## src/usbt_pkg.sv

```systemverilog
// usbt_pkg: shared types, constants and helpers for the uplink session backoff table
// used by the channel interfaces, the controller, the datapath and the top level
package usbt_pkg;

    localparam int ENTRIES   = 8;
    localparam int IDX_W     = $clog2(ENTRIES);
    localparam int CNT_W     = $clog2(ENTRIES + 1);
    localparam int STATION_W = 32;
    localparam int SESSION_W = 8;
    localparam int DIV_W     = 4;
    localparam int BACKOFF_W = 6;
    localparam int AP_W      = 16;
    localparam int MOD_CNT_W = $clog2(AP_W);

    localparam logic [DIV_W-1:0] DIV_MAX = DIV_W'(12);
    localparam logic [DIV_W-1:0] DIV_MIN = DIV_W'(6);

    typedef struct packed {
        logic [STATION_W-1:0] station;
        logic [SESSION_W-1:0] session;
        logic [DIV_W-1:0]     divisor;
    } entry_t;

    typedef enum logic [1:0] {
        ST_IDLE,
        ST_SCAN,
        ST_MOD,
        ST_DONE
    } state_t;

    // controller to datapath
    typedef struct packed {
        logic load;
        logic rd_en;
        logic upd;
        logic mod_step;
        logic out_load;
    } cmd_t;

    // datapath to controller
    typedef struct packed {
        logic match;
        logic scan_more;
        logic rd_pending;
        logic mod_last;
    } status_t;

    function automatic logic [DIV_W-1:0] next_divisor(input logic [DIV_W-1:0] d);
        logic [DIV_W-1:0] r;
        if (d <= DIV_MIN || d > DIV_MAX)
            r = DIV_MAX;
        else
            r = d - DIV_W'(1);
        return r;
    endfunction

endpackage

```

## src/usbt_if.sv

```systemverilog
// usbt_if: valid/ready channel interfaces for requests, results and configuration
// depends on usbt_pkg for field widths

interface usbt_req_if;
    logic                            valid;
    logic                            ready;
    logic [usbt_pkg::STATION_W-1:0]  station_id;
    logic [usbt_pkg::SESSION_W-1:0]  session_num;

    modport source (output valid, output station_id, output session_num, input ready);
    modport sink   (input valid, input station_id, input session_num, output ready);
endinterface

interface usbt_rsp_if;
    logic                            valid;
    logic                            ready;
    logic                            found;
    logic                            replaced_oldest;
    logic [usbt_pkg::DIV_W-1:0]      spacing_divisor;
    logic [usbt_pkg::BACKOFF_W-1:0]  backoff_units;

    modport source (output valid, output found, output replaced_oldest,
                    output spacing_divisor, output backoff_units, input ready);
    modport sink   (input valid, input found, input replaced_oldest,
                    input spacing_divisor, input backoff_units, output ready);
endinterface

interface usbt_cfg_if;
    logic                            valid;
    logic                            ready;
    logic [usbt_pkg::AP_W-1:0]       ap_id;

    modport source (output valid, output ap_id, input ready);
    modport sink   (input valid, input ap_id, output ready);
endinterface

```

## src/usbt_ctrl.sv

```systemverilog
// usbt_ctrl: sequencing state machine and result valid flag
// depends on usbt_pkg (state_t, cmd_t, status_t)
module usbt_ctrl (
    input  logic              clk,
    input  logic              rst_n,
    input  logic              req_valid,
    output logic              req_ready,
    output logic              rsp_valid,
    input  logic              rsp_ready,
    input  usbt_pkg::status_t stat,
    output usbt_pkg::cmd_t    cmd
);

    usbt_pkg::state_t state_reg, state_next;
    logic             out_valid_reg, out_valid_next;

    always_ff @(posedge clk or negedge rst_n)
    begin
        if (!rst_n)
        begin
            state_reg     <= usbt_pkg::ST_IDLE;
            out_valid_reg <= 1'b0;
        end
        else
        begin
            state_reg     <= state_next;
            out_valid_reg <= out_valid_next;
        end
    end

    always_comb
    begin
        state_next = state_reg;
        cmd        = '0;
        req_ready  = 1'b0;
        case (state_reg)
            usbt_pkg::ST_IDLE:
            begin
                req_ready = 1'b1;
                if (req_valid)
                begin
                    cmd.load   = 1'b1;
                    state_next = usbt_pkg::ST_SCAN;
                end
            end
            usbt_pkg::ST_SCAN:
            begin
                // hit, or miss once the last read has been compared
                if (stat.match)
                begin
                    cmd.upd    = 1'b1;
                    state_next = usbt_pkg::ST_MOD;
                end
                else if (stat.scan_more)
                    cmd.rd_en = 1'b1;
                else if (!stat.rd_pending)
                begin
                    cmd.upd    = 1'b1;
                    state_next = usbt_pkg::ST_MOD;
                end
            end
            usbt_pkg::ST_MOD:
            begin
                cmd.mod_step = 1'b1;
                if (stat.mod_last)
                    state_next = usbt_pkg::ST_DONE;
            end
            usbt_pkg::ST_DONE:
            begin
                if (!out_valid_reg || rsp_ready)
                begin
                    cmd.out_load = 1'b1;
                    state_next   = usbt_pkg::ST_IDLE;
                end
            end
            default:
                state_next = usbt_pkg::ST_IDLE;
        endcase
    end

    always_comb
    begin
        if (cmd.out_load)
            out_valid_next = 1'b1;
        else if (rsp_ready)
            out_valid_next = 1'b0;
        else
            out_valid_next = out_valid_reg;
    end

    assign rsp_valid = out_valid_reg;

endmodule

```

## src/usbt_datapath.sv

```systemverilog
// usbt_datapath: station table memory, scan compare, update, remainder unit, result register
// depends on usbt_pkg (entry_t, cmd_t, status_t, widths, next_divisor)
module usbt_datapath (
    input  logic                            clk,
    input  logic                            rst_n,
    input  usbt_pkg::cmd_t                  cmd,
    output usbt_pkg::status_t               stat,
    input  logic [usbt_pkg::STATION_W-1:0]  station_id,
    input  logic [usbt_pkg::SESSION_W-1:0]  session_num,
    input  logic                            cfg_we,
    input  logic [usbt_pkg::AP_W-1:0]       cfg_ap_id,
    output logic                            found,
    output logic                            replaced_oldest,
    output logic [usbt_pkg::DIV_W-1:0]      spacing_divisor,
    output logic [usbt_pkg::BACKOFF_W-1:0]  backoff_units
);

    usbt_pkg::entry_t mem [usbt_pkg::ENTRIES];

    logic [usbt_pkg::AP_W-1:0]       ap_id_reg;
    logic [usbt_pkg::STATION_W-1:0]  sid_reg;
    logic [usbt_pkg::SESSION_W-1:0]  ses_reg;
    logic [usbt_pkg::CNT_W-1:0]      idx_reg;
    logic [usbt_pkg::CNT_W-1:0]      count_reg;
    logic [usbt_pkg::IDX_W-1:0]      ptr_reg;
    usbt_pkg::entry_t                rd_reg;
    logic [usbt_pkg::IDX_W-1:0]      rd_idx_reg;
    logic                            rd_vld_reg;
    logic                            found_reg, repl_reg;
    logic [usbt_pkg::DIV_W-1:0]      div_reg;
    logic [usbt_pkg::DIV_W-1:0]      rem_reg;
    logic [usbt_pkg::AP_W-1:0]       apsh_reg;
    logic [usbt_pkg::MOD_CNT_W-1:0]  cnt_reg;

    logic                            full;
    logic [usbt_pkg::DIV_W-1:0]      new_div;
    logic [usbt_pkg::IDX_W-1:0]      wr_idx;
    logic [usbt_pkg::DIV_W:0]        shifted;
    logic [usbt_pkg::DIV_W-1:0]      rem_next;

    assign stat.match      = rd_vld_reg && (rd_reg.station == sid_reg);
    assign stat.scan_more  = idx_reg < count_reg;
    assign stat.rd_pending = rd_vld_reg;
    assign stat.mod_last   = cnt_reg == {usbt_pkg::MOD_CNT_W{1'b1}};

    assign full = count_reg == usbt_pkg::CNT_W'(usbt_pkg::ENTRIES);

    always_comb
    begin
        if (stat.match)
        begin
            wr_idx  = rd_idx_reg;
            new_div = (rd_reg.session == ses_reg) ?
                      usbt_pkg::next_divisor(rd_reg.divisor) : usbt_pkg::DIV_MAX;
        end
        else
        begin
            // oldest slot advances round robin once the table is full
            wr_idx  = full ? ptr_reg : count_reg[usbt_pkg::IDX_W-1:0];
            new_div = usbt_pkg::DIV_MAX;
        end
    end

    // restoring remainder, one dividend bit per step
    assign shifted  = {rem_reg, apsh_reg[usbt_pkg::AP_W-1]};
    assign rem_next = (shifted >= {1'b0, div_reg}) ?
                      usbt_pkg::DIV_W'(shifted - {1'b0, div_reg}) :
                      shifted[usbt_pkg::DIV_W-1:0];

    always_ff @(posedge clk)
    begin
        if (cmd.rd_en)
            rd_reg <= mem[idx_reg[usbt_pkg::IDX_W-1:0]];
        if (cmd.upd)
            mem[wr_idx] <= '{station: sid_reg, session: ses_reg, divisor: new_div};
    end

    always_ff @(posedge clk or negedge rst_n)
    begin
        if (!rst_n)
        begin
            ap_id_reg  <= '0;
            count_reg  <= '0;
            ptr_reg    <= '0;
            idx_reg    <= '0;
            rd_vld_reg <= 1'b0;
            cnt_reg    <= '0;
        end
        else
        begin
            rd_vld_reg <= cmd.rd_en;
            if (cfg_we)
                ap_id_reg <= cfg_ap_id;
            if (cmd.load)
                idx_reg <= '0;
            else if (cmd.rd_en)
                idx_reg <= idx_reg + usbt_pkg::CNT_W'(1);
            if (cmd.upd && !stat.match)
            begin
                if (full)
                    ptr_reg <= (ptr_reg == usbt_pkg::IDX_W'(usbt_pkg::ENTRIES - 1)) ?
                               '0 : ptr_reg + usbt_pkg::IDX_W'(1);
                else
                    count_reg <= count_reg + usbt_pkg::CNT_W'(1);
            end
            if (cmd.upd)
                cnt_reg <= '0;
            else if (cmd.mod_step)
                cnt_reg <= cnt_reg + usbt_pkg::MOD_CNT_W'(1);
        end
    end

    always_ff @(posedge clk)
    begin
        if (cmd.load)
        begin
            sid_reg <= station_id;
            ses_reg <= session_num;
        end
        if (cmd.rd_en)
            rd_idx_reg <= idx_reg[usbt_pkg::IDX_W-1:0];
        if (cmd.upd)
        begin
            found_reg <= stat.match;
            repl_reg  <= !stat.match && full;
            div_reg   <= new_div;
            rem_reg   <= '0;
            apsh_reg  <= ap_id_reg;
        end
        else if (cmd.mod_step)
        begin
            rem_reg  <= rem_next;
            apsh_reg <= apsh_reg << 1;
        end
        if (cmd.out_load)
        begin
            found           <= found_reg;
            replaced_oldest <= repl_reg;
            spacing_divisor <= div_reg;
            backoff_units   <= {rem_reg, 2'b00};
        end
    end

endmodule

```

## src/uplink_session_backoff_table.sv

```systemverilog
// uplink_session_backoff_table: top level, joins controller and datapath to the channels
// depends on usbt_pkg, usbt_if, usbt_ctrl, usbt_datapath
//
// Usage: uplink requests (station_id, session_num) enter on req, one result per
// request leaves on rsp (found, replaced_oldest, spacing_divisor, backoff_units).
// The ap_id register is written on cfg, which is always ready; write it only
// while no request is in progress.
// One request is handled at a time. The table memory is scanned one slot per
// cycle behind a registered read, until a hit or until all N occupied slots (at
// most ENTRIES) have been compared; then the table is updated and the remainder
// ap_id mod divisor is formed one dividend bit per cycle. The next request can
// transfer only after the result is loaded.
// req is ready again once the result is loaded into the output register, so
// the next request is taken while a result still waits on rsp. If the receiver
// stalls, the next finished result waits inside until the output register frees.
// Reset empties the table (occupancy count and oldest pointer cleared), clears
// ap_id and drops any pending result; table contents are not cleared.
module uplink_session_backoff_table (
    input  logic       clk,
    input  logic       rst_n,
    usbt_cfg_if.sink   cfg,
    usbt_req_if.sink   req,
    usbt_rsp_if.source rsp
);

    usbt_pkg::cmd_t    cmd;
    usbt_pkg::status_t stat;

    assign cfg.ready = 1'b1;

    usbt_ctrl u_ctrl (
        .clk       (clk),
        .rst_n     (rst_n),
        .req_valid (req.valid),
        .req_ready (req.ready),
        .rsp_valid (rsp.valid),
        .rsp_ready (rsp.ready),
        .stat      (stat),
        .cmd       (cmd)
    );

    usbt_datapath u_datapath (
        .clk             (clk),
        .rst_n           (rst_n),
        .cmd             (cmd),
        .stat            (stat),
        .station_id      (req.station_id),
        .session_num     (req.session_num),
        .cfg_we          (cfg.valid),
        .cfg_ap_id       (cfg.ap_id),
        .found           (rsp.found),
        .replaced_oldest (rsp.replaced_oldest),
        .spacing_divisor (rsp.spacing_divisor),
        .backoff_units   (rsp.backoff_units)
    );

    a_div_range: assert property (@(posedge clk) disable iff (!rst_n)
        rsp.valid |-> (rsp.spacing_divisor >= usbt_pkg::DIV_MIN &&
                       rsp.spacing_divisor <= usbt_pkg::DIV_MAX))
        else $error("spacing divisor out of range");

    a_backoff_below_div: assert property (@(posedge clk) disable iff (!rst_n)
        rsp.valid |-> (rsp.backoff_units[1:0] == 2'b00 &&
                       rsp.backoff_units[5:2] < rsp.spacing_divisor))
        else $error("backoff not a scaled remainder of the divisor");

    a_hit_not_replace: assert property (@(posedge clk) disable iff (!rst_n)
        rsp.valid |-> !(rsp.found && rsp.replaced_oldest))
        else $error("hit reported together with replacement");

    a_single_update: assert property (@(posedge clk) disable iff (!rst_n)
        cmd.upd |=> !cmd.upd)
        else $error("table updated twice for one request");

endmodule
```

## src/flat_wrapper.sv

```systemverilog
// flat-port wrapper written by rule: the top's interface ports become plain ports
module uplink_session_backoff_table_flat 
  (clk, rst_n, cfg_valid, cfg_ap_id, cfg_ready, req_valid, req_station_id, req_session_num, req_ready, rsp_valid, rsp_found, rsp_replaced_oldest, rsp_spacing_divisor, rsp_backoff_units, rsp_ready);
  usbt_cfg_if cfg_i ();
  usbt_req_if req_i ();
  usbt_rsp_if rsp_i ();
  input  logic clk;
  input  logic rst_n;
  input wire logic [$bits(cfg_i.valid)-1:0] cfg_valid;
  input wire logic [$bits(cfg_i.ap_id)-1:0] cfg_ap_id;
  output wire logic [$bits(cfg_i.ready)-1:0] cfg_ready;
  input wire logic [$bits(req_i.valid)-1:0] req_valid;
  input wire logic [$bits(req_i.station_id)-1:0] req_station_id;
  input wire logic [$bits(req_i.session_num)-1:0] req_session_num;
  output wire logic [$bits(req_i.ready)-1:0] req_ready;
  output wire logic [$bits(rsp_i.valid)-1:0] rsp_valid;
  output wire logic [$bits(rsp_i.found)-1:0] rsp_found;
  output wire logic [$bits(rsp_i.replaced_oldest)-1:0] rsp_replaced_oldest;
  output wire logic [$bits(rsp_i.spacing_divisor)-1:0] rsp_spacing_divisor;
  output wire logic [$bits(rsp_i.backoff_units)-1:0] rsp_backoff_units;
  input wire logic [$bits(rsp_i.ready)-1:0] rsp_ready;
  assign cfg_i.valid = cfg_valid;
  assign cfg_i.ap_id = cfg_ap_id;
  assign cfg_ready = cfg_i.ready;
  assign req_i.valid = req_valid;
  assign req_i.station_id = req_station_id;
  assign req_i.session_num = req_session_num;
  assign req_ready = req_i.ready;
  assign rsp_valid = rsp_i.valid;
  assign rsp_found = rsp_i.found;
  assign rsp_replaced_oldest = rsp_i.replaced_oldest;
  assign rsp_spacing_divisor = rsp_i.spacing_divisor;
  assign rsp_backoff_units = rsp_i.backoff_units;
  assign rsp_i.ready = rsp_ready;
  uplink_session_backoff_table u_core (.clk(clk), .rst_n(rst_n), .cfg(cfg_i), .req(req_i), .rsp(rsp_i));
endmodule
```

## config.mk

```make
export PLATFORM = sky130hd
export DESIGN_NAME = uplink_session_backoff_table_flat
export DESIGN_NICKNAME = d
export VERILOG_FILES = /design/src/usbt_pkg.sv /design/src/usbt_if.sv /design/src/usbt_ctrl.sv /design/src/usbt_datapath.sv /design/src/uplink_session_backoff_table.sv /design/src/flat_wrapper.sv
export SDC_FILE = /design/constraint.sdc
export NUM_CORES = 1
export LEC_CHECK = 0
export ABC_AREA = 1
export ABC_CLOCK_PERIOD_IN_PS = 4050
export BUFFER_PORTS_ARGS = -buffer_cell sky130_fd_sc_hd__buf_2
export CAP_MARGIN = 20
export CORE_MARGIN = 1.5
export CORE_UTILIZATION = 56
export CTS_CLUSTER_DIAMETER = 60
export CTS_CLUSTER_SIZE = 12
export DETAILED_ROUTE_END_ITERATION = 7
export PLACE_DENSITY = 0.76
export SLEW_MARGIN = 20
export SYNTH_ARGS = -nofsm -noshare
export SYNTH_HDL_FRONTEND = slang
export SYNTH_SLANG_ARGS = --single-unit
```

## constraint.sdc

```tcl
create_clock -name clk -period 4.05 [get_ports clk]
set_input_delay 0.2025 -clock clk [delete_from_list [all_inputs] [get_ports clk]]
set_output_delay 0.2025 -clock clk [all_outputs]
set_load 0.05 [all_outputs]
```

==> impl_results.md <==
- Slack of the critical path: 0.980 ns
- Fin area: 23400 sq um
- Slew HR: 29.6%
- Worst path most repeated cell: nand2_2
- Layout area overhead: 13.7%
- Vias: 12800
- Cells after Synth: 1676
- Final GP Congestion: 0.799
- Setup-failing EPs final: 0
- CP Class: flop to flop
- Drt pass-1 iters: 5
- Fill cell count: between 2000 and 3000
- Synth Warn #: 0
- Die area: 37900 sq um
- Register area share after synthesis: around three quarters
- Hold-critical path depth: 3
- Tightest Pin Transition: 1.06 ns
- Setup Skew: ~0.023 ns
- Maxcap violations: 0
- Final hold slack: 0.103 ns
- Internal power: 0.0104 W
- Setup crit start kind: flop
- Switch share: 32.7%
- Synth Area per Inst: ~12 sq um
- Mean routed wirelength per cell: 18.2 um
- RSZ-0062 raised after global routing: no
- Post-synthesis cell type count: 38
- Total grt overflow: 0
- Ant diodes: 0
- Clk sinks: 510
- Top cells by area, synth: edfxtp_1 69%, nor2_1 6.6%, o21ai_0 4.6%
- Reg clk slew, reported paths: about 0.06 ns
- Post-synth EDFFs: 471
- Clock Tree Root: clkbuf_16
- Drt via density: 5.59
- Final hold vios: 0
- Sequential group share of total power: about 48%
- Worst R2R Path Depth: 12
- Worst hold path type: primary input to flop
- Most frequent cells in the layout: 471 x edfxtp_1, 352 x nor2_1, 191 x o21ai_0, 183 x nand2_1, 99 x inv_1
- H-tree depth: 2
- Synth Flop Type: edfxtp_1
- Worst-skew pair later-pin latency: 0.58 ns
- Critical-path cell list: xnor2_1 -> nand2_1 -> nor2_1 -> nand2_1 -> nor2_2 -> nand2_2 -> nand2_2 -> nand3_4 -> inv_2 -> nand2_2 -> nor2_4 -> buf_12
- Slowest CP cell: edfxtp_1
- Synthesis-stage register bit count: 510
- FMAX: 326 MHz
- Num CTS Buffers: 49
- Power share of the combinational group: 25.7%
- Layout Nets: 1881
- Dpl hpwl: 22100 um
- Status: completed
- Power per Cell Area: approximately 660 nW/um^2
- Final ANT Viol Nets: 0
- Num rows: 70
- VDD IR-drop max: 0.415 mV
- Max reg flops: 352
- Crit-path max cell delay: roughly 0.52 ns
- Die Wd: about 190 um
- Final Cycle Share: ~76%
- WP data required: 4.30 ns
- Global-route wire length before repair: between 60000 and 70000 um
- Starting density of the core: 56.5%
- Initial antenna violation count: 0
- Leak: 8.55 nW
- Clock Path Buffers: 3
- Async set-or-reset flop fraction in the synthesized netlist: a little under 7%
- Cell Area, Placed: 21500 sq um
- Drt drc: 0
- Clk network pwr share: 25.9%
- Die Y: 195 um
- Vias in the first global route: 12800
- Pin count of the biggest net entering global routing: between 80 and 90
- Worst slack, placed: 1.02 ns
- GRT Overall Usage: ~22%
- Crit path DAT: roughly 3.3 ns
- Share of cells above drive strength 1: 11.1%
- Syn Std Cell Area: between 20000 and 25000 sq um
- Max Slew Vio Count: 0
- CTS tree: yes
- Core Region: 36400 sq um
- Fin util: 64.3%
- Largest area contributor in the netlist: edfxtp_1
- Post-synth top area share: 68.7%
- WL final: 41700 um
- Post-CTS sizing: 0
- Max FO, Critical Path: 33
- I/O pins: 76
- CP endpoint kind: flop
- Post-layout min period: 3.07 ns
- Final TNS setup: 0 ns
- Port Buffers: 72
- Most common cell after layout, fill and taps aside: edfxtp_1
- Starting DRC count in detailed routing: 1081
- NetSw: between 0.005 and 0.006 W
-- layer usage --
metal | up-vias | track usage [%] | share of wire, %
li1 | 6072 | - | -
met1 | 6187 | 28.9 | 42
met2 | 447 | 38.2 | 49
met3 | 89 | 3.49 | 6.6
met4 | 0 | 8.27 | 2.6
met5 | - | 0 | 0
-- power by group through the flow --
stage,Clock (W),Combinational [W],Sequential (W)
2_1_floorplan,0,0.00288,0.00747
3_3_place_gp,0,0.00379,0.00753
3_5_place_dp,0,0.00391,0.00757
4_1_cts,0.00408,0.00400,0.00748
5_1_grt,0.00428,0.00447,0.00757
6_report,0.00401,0.00397,0.00748
-- final cells by class --
type / count / area, sq um / share of cell area, %
clock buffer: 65 / 1290 / 5.49
sequential: 510 / 15100 / 64.5
timing repair buffer: 151 / 1210 / 5.17
tap: 468 / 586 / 2.50
multi-input combinational: 970 / 4750 / 20.3
clock inverter: 5 / 40.0 / 0.171
inverter: 118 / 447 / 1.91
-- cells in the mapped netlist, types with 2 or more instances --
library cell	n
nand3_1	22
o21ai_1	17
inv_2	14
dfrtp_1	35
o21ai_0	191
buf_6	3
xor2_1	14
edfxtp_1	471
xnor2_1	22
dfxtp_1	4
clkinv_1	4
conb_1	2
nand4_1	6
nand2_1	183
buf_2	12
ha_1	19
or2_2	2
inv_1	100
nand2_2	5
o211ai_1	2
nor2_1	360
o21ai_2	15
buf_1	6
clkbuf_1	49
a21oi_1	6
nor2_2	4
o22ai_1	46
buf_4	9
a31oi_1	44
-- cell families after synthesis --
family	Yosys count	share of synthesized area, %
adder cells (fa/ha/maj)	20	1.25
other	2	0.0365
AO/OA/AOI/OAI	322	8.69
buffers and inverters	197	3.94
flip-flops	510	73.3
AND/OR/NAND/NOR	589	11.3
XOR/XNOR	36	1.53
-- worst max-delay path: cells and delay by family (launching register included) --
kind	cells	cell delay, ns
buf+inv	2	0.47
simple gates	9	1.45
xor+xnor	1	0.22
flops	1	0.52
-- final timing paths --
| check | startpoint | endpoint | slack [ns] |
|---|---|---|---|
| worst min-delay path | cfg_valid | u_core.u_datapath.ap_id_reg[5]$_DFFE_PN0P_ | 0.10 |
| worst min register to register | u_core.u_datapath.div_reg[2]$_DFFE_PP_ | u_core.u_datapath.spacing_divisor[2]$_DFFE_PP_ | 0.47 |
| worst max register to register | u_core.u_datapath.sid_reg[20]$_DFFE_PP_ | u_core.u_datapath.mem[4][23]$_DFFE_PP_ | 0.98 |
| min in group asynchronous | rst_n | u_core.u_datapath.ap_id_reg[0]$_DFFE_PN0P_ | 0.26 |
| max in group asynchronous | rst_n | u_core.u_datapath.idx_reg[0]$_DFFE_PN0P_ | 3.21 |
| worst max-delay path | u_core.u_datapath.sid_reg[20]$_DFFE_PP_ | u_core.u_datapath.mem[4][23]$_DFFE_PP_ | 0.98 |
-- what timing repair did --
| item | CTS | global route |
|---|---|---|
| endpoints found under the hold margin | 92 | 0 |
| hold buffers | 58 | 0 |
| setup buffers | 0 | 0 |
-- through the flow --
stage               total power, W  std cells
floorplan                   0.0104       1677
global placement            0.0113       2159
detailed placement          0.0115       2159
CTS                         0.0155       2287
global route                0.0163       2287
finish                      0.0155       2287
No activity file was read; power rests on OpenSTA's default activity.
